$ cat src/hw/rtl/sgr_pkg.sv
// ----------------------------------------------------------------------------
// Stack gadget ROP scorer package
// Shared widths, register indexes and the types passed between units.
// ----------------------------------------------------------------------------
package sgr_pkg;

  localparam int PID_W   = 22;
  localparam int ADDR_W  = 64;
  localparam int TIME_W  = 64;
  localparam int CONF_W  = 7;
  localparam int LEN_W   = 16;
  localparam int TOT_W   = 32;
  // pair counts of one snapshot, enough for the largest frame window
  localparam int CNT_W   = 6;
  // LRU rank, enough for the largest way count
  localparam int AGE_W   = 4;

  // configuration register indexes
  localparam logic [1:0] REG_THRESHOLD = 2'd0;
  localparam logic [1:0] REG_MIN_LEN   = 2'd1;
  localparam logic [1:0] REG_MAX_DELTA = 2'd2;

  localparam logic [CONF_W-1:0] THRESHOLD_RST = 7'd70;
  localparam logic [LEN_W-1:0]  MIN_LEN_RST   = 16'd5;
  localparam logic [LEN_W-1:0]  MAX_DELTA_RST = 16'd4096;

  localparam logic [TOT_W-1:0]  TOT_MAX = 32'hFFFF_FFFF;

  // finished snapshot handed from front to back
  typedef struct packed {
    logic [PID_W-1:0]  pid;
    logic [TIME_W-1:0] tstamp;
    logic [ADDR_W-1:0] first_addr;
    logic [CNT_W-1:0]  shorts;
    logic [CNT_W-1:0]  normals;
  } job_t;

  // one way of a table set
  typedef struct packed {
    logic              valid;
    logic [AGE_W-1:0]  age;
    logic [PID_W-1:0]  tag;
    logic [TOT_W-1:0]  s_tot;
    logic [TOT_W-1:0]  n_tot;
    logic [TIME_W-1:0] last_time;
    logic [CONF_W-1:0] conf;
    logic              alerted;
  } way_t;

endpackage

$ cat src/hw/rtl/sgr_queue.sv
// ----------------------------------------------------------------------------
// Job queue
// Two-entry FIFO between the front end and the table back end.
// ----------------------------------------------------------------------------
module sgr_queue import sgr_pkg::*; (
  input  logic clk,
  input  logic rst_n,
  input  logic push,
  input  job_t din,
  input  logic pop,
  output job_t dout,
  output logic not_empty,
  output logic full
);

  job_t       mem_r [2];
  logic       wp_r, wp_nxt, rp_r, rp_nxt;
  logic [1:0] cnt_r, cnt_nxt;

  assign dout      = mem_r[rp_r];
  assign not_empty = cnt_r != 2'd0;
  assign full      = cnt_r == 2'd2;

  // pointers and fill
  always_comb begin
    wp_nxt  = push ? ~wp_r : wp_r;
    rp_nxt  = pop ? ~rp_r : rp_r;
    cnt_nxt = cnt_r + 2'(push) - 2'(pop);
  end

  always_ff @(posedge clk) begin
    if (!rst_n) begin
      wp_r  <= 1'b0;
      rp_r  <= 1'b0;
      cnt_r <= 2'd0;
    end else begin
      wp_r  <= wp_nxt;
      rp_r  <= rp_nxt;
      cnt_r <= cnt_nxt;
    end
  end

  // storage
  always_ff @(posedge clk) begin
    if (push) mem_r[wp_r] <= din;
  end

endmodule

$ cat config.mk
export PLATFORM = sky130hd
export DESIGN_NAME = sgr_queue
export DESIGN_NICKNAME = d
export VERILOG_FILES = /design/src/hw/rtl/sgr_pkg.sv /design/src/hw/rtl/sgr_queue.sv
export SDC_FILE = /design/constraint.sdc
export NUM_CORES = 1
export LEC_CHECK = 0
export BUFFER_PORTS_ARGS = -buffer_cell sky130_fd_sc_hd__buf_2
export CAP_MARGIN = 20
export CORE_MARGIN = 8
export CORE_UTILIZATION = 47
export CTS_CLUSTER_SIZE = 12
export DETAILED_ROUTE_END_ITERATION = 16
export MAX_ROUTING_LAYER = met4
export PLACE_DENSITY = 0.75
export SYNTH_ARGS = -nofsm -noshare
export SYNTH_HDL_FRONTEND = slang
export SYNTH_SLANG_ARGS = --single-unit
$ cat constraint.sdc
create_clock -name clk -period 8.95 [get_ports clk]
set_input_delay 0.895 -clock clk [delete_from_list [all_inputs] [get_ports clk]]
set_output_delay 0.895 -clock clk [all_outputs]
set_load 0.05 [all_outputs]
==> metrics.md <==
| Metric | Value |
|---|---|
| R2r setup slk | 6.01 ns |
| Crit-path cells | buf_4 > mux2_2 > buf_2 |
| CTS Hold Bufs | 0 |
| Clock latency on the worst-skew pair | 0.49 ns |
| Resize count post-CTS | 0 |
| Synth async-reset ratio | 0 |
| Vias/cell | 4.920 |
| Max clock buf depth | 3 |
| CTS clk-pin slew, worst paths | 0.06 ns |
| CP max stage delay | 0.87 ns |
| Clock root buffer | clkbuf_16 |
| Slowest CP cell | buf_4 |
| Crit path to | dout[41] |
| Final net count | 1047 |
| Power Dens Cells | 243.4 nW/um^2 |
| Critical Path AT | 2.93 ns |
| Die Wd | 177.3 um |
| Synthesized area | 12230 sq um |
| Final TNS setup | 0 ns |
| Mapped Nets | 693 |
| Yosys reg bits | 329 |
| Reg-to-reg startpoint | wp_r |
| Final hold violation count | 0 |
| Chip Height | 177.3 um |
| Worst Hold Class | flop to flop |
| Syn avg cell area | 23.30 sq um |
| Synth Area in Adders | 0.002045 |
| DRT Pass-1 Iters | 4 |
| Final Cycle Share | 0.4279 |
| Startpoint types | flop |
| Worst slew margin | 0.2849 |
| WHS Path Cells | 2 |
| Yosys cell types | 14 |
| Worst vdd ir | 0.1777 mV |
| Clk_skew | 0.008898 ns |
| CP Class | flop to primary output |
| Lkg Pwr | 5.894 nW |
| Htree depth | 2 |
| Fmax | 261.1 MHz |
| Min Tclk post-route | 3.830 ns |
| Global router's overall resource usage | 0.1539 |
| Area contributors post-synth | edfxtp_1 (80%), mux2_4 (9.8%), mux2_2 (7.5%) |
| Total grt overflow | 0 |
| Largest net degree at the start of global routing | 78 |
| CTS tree | yes |
| Design Power | 3.716 mW |
| Boundary Pins | 330 |
| Worst-Margin Slew | 1.073 ns |
| Vias in the first global route | 6687 |
| RSZ-0062 raised after global routing | false |
| R2R depth | 3 |
| Post-synth EDFFs | 324 |
| First-pass GRT wire length | 36.22 mm |
| Ys flop type | edfxtp_1 |
| Post-Synth XOR/XNOR Area | 0.002557 |
| Cells after Synth | 525 |
| Critical R2R Capture | mem_r[1][76] |
| Clk sinks | 329 |
| Final WL | 24.77 mm |
| Worst EP required | 8.06 ns |
| Die area | 31450 sq um |
| Count leader, synth | edfxtp_1 |
| FP Rows | 59 |
| Worst setup EP type | primary output |
| P&R area growth vs syn | 24.77% |
| Routed WL per cell | 19.91 um |
| Syn. warnings | 0 |
| Final ANT Viol Nets | 0 |
| TritonCTS Buffers | 35 |
| Share of the synthesized area in the top cell type | 0.7953 |
| MaxCap Viol Count | 0 |
| Final Setup Violations | 0 |
| Post-CTS setup repair buffer count | 0 |
| Synth top cells by count | edfxtp_1 (324), mux2_2 (82), mux2_4 (80) |
| DRC viols | 0 |
| Layout cells sized above 1 | 0.6040 |
| HPWL after detailed placement | 16.73 mm |
| CORE AREA | 25840 sq um |
| Mux cell area share after synthesis | 0.1737 |
| Outcome | complete, no violations |
| Biggest area consumer among synthesized cells | edfxtp_1 |
| Crit Path Max Fanout | 56 |
| Initial Utilization | 0.4735 |
| Post-synthesis simple-gate area fraction | 0.004602 |
| Initial drt markers | 333 |
| Largest family of logic cells by synthesized area | multiplexers |
| Compound-cell area share of the yosys netlist | 0.0006136 |
| DR vias | 6120 |
| Final Max Slew Viols | 0 |
| Final RePlAce weighted congestion | 0.7299 |
| # port buffers | 329 |
| Sequential-to-total area share from yosys stat | 0.8034 |
| Initial antenna violation count | 9 |
-- through the flow --
step           utilization  cells  hold WS, ns  worst slack (ns)  instance area, sq um
4_1_cts             0.5898   1234       0.5609             5.064                 15240
3_5_place_dp        0.5498   1177       0.5619             5.413                 14210
2_1_floorplan            -    525       0.5546            0.3185                 12230
6_report            0.5908   1244       0.5707             5.120                 15260
5_1_grt             0.5907   1243       0.5626             4.959                 15260
3_3_place_gp        0.5498   1177       0.5571             5.436                 14210
-- state kept, by name, indices dropped and copies added (netlist names), named ones only --
| register | count |
|---|---|
| wp_r | 1 |
| mem_r | 324 |
| rp_r | 1 |
| cnt_r | 2 |
-- worst min path at each step --
stage	from	to	slack [ns]
CTS	din[61]	mem_r[0][61]	0.56
finish	rp_r	flop	0.57
floorplan	rp_r	flop	0.55
global placement	rp_r	flop	0.56
global route	din[127]	mem_r[0][127]	0.56
detailed placement	rp_r	flop	0.56
-- cell families (layout without fill, tap and decap cells) --
group	after synthesis	count (layout)
flops	329	329
mux	162	162
buf+inv	20	394
simple gates	9	9
fa+ha+maj	2	2
xor+xnor	2	2
compound gates	1	1
other cells	0	10
-- placed cells by master (no fill, tap or decap) --
cell type and instances:
inv_1 2, clkinv_1 5, mux2_2 82, xor2_1 1, clkbuf_8 3, diode_2 10
ha_1 2, mux2_4 80, nor2b_4 1, nor2b_1 3, clkbuf_1 10, edfxtp_1 324
dfxtp_1 4, and2_4 1, buf_4 6, clkbuf_16 37, clkinv_2 2, o21a_1 1
and2_1 3, buf_2 329, or2_2 1, dfxtp_4 1, xnor3_1 1
-- power by group --
part           internal [mW]  switching [mW]
Combinational          0.186           0.419
Clock                  0.773           0.525
Sequential              1.78          0.0284
-- layout make-up --
type | instances | area, sq um
Fill cell | 1944 | 10570
Sequential cell | 329 | 9833
Multi-Input combinational cell | 176 | 2255
Timing Repair Buffer | 335 | 1692
Clock buffer | 50 | 1005
Tap cell | 335 | 419.2
Clock inverter | 7 | 28.78
Antenna cell | 10 | 25.02
Inverter | 2 | 7.507
-- critical path: cells and delay by family (launching register included) --
family | cells | cell delay [ns]
buf+inv | 2 | 1.08
flops | 1 | 0.85
mux | 1 | 0.42
-- metal layers --
metal,GRT usage,vias to the layer above,routed length (um)
li1,-,2811,-
met1,0.1784,2998,9688
met3,0.05191,48,2367
met5,-,-,0
met4,0.05627,0,631
met2,0.2471,263,12080
No activity file was read; power rests on OpenSTA's default activity.
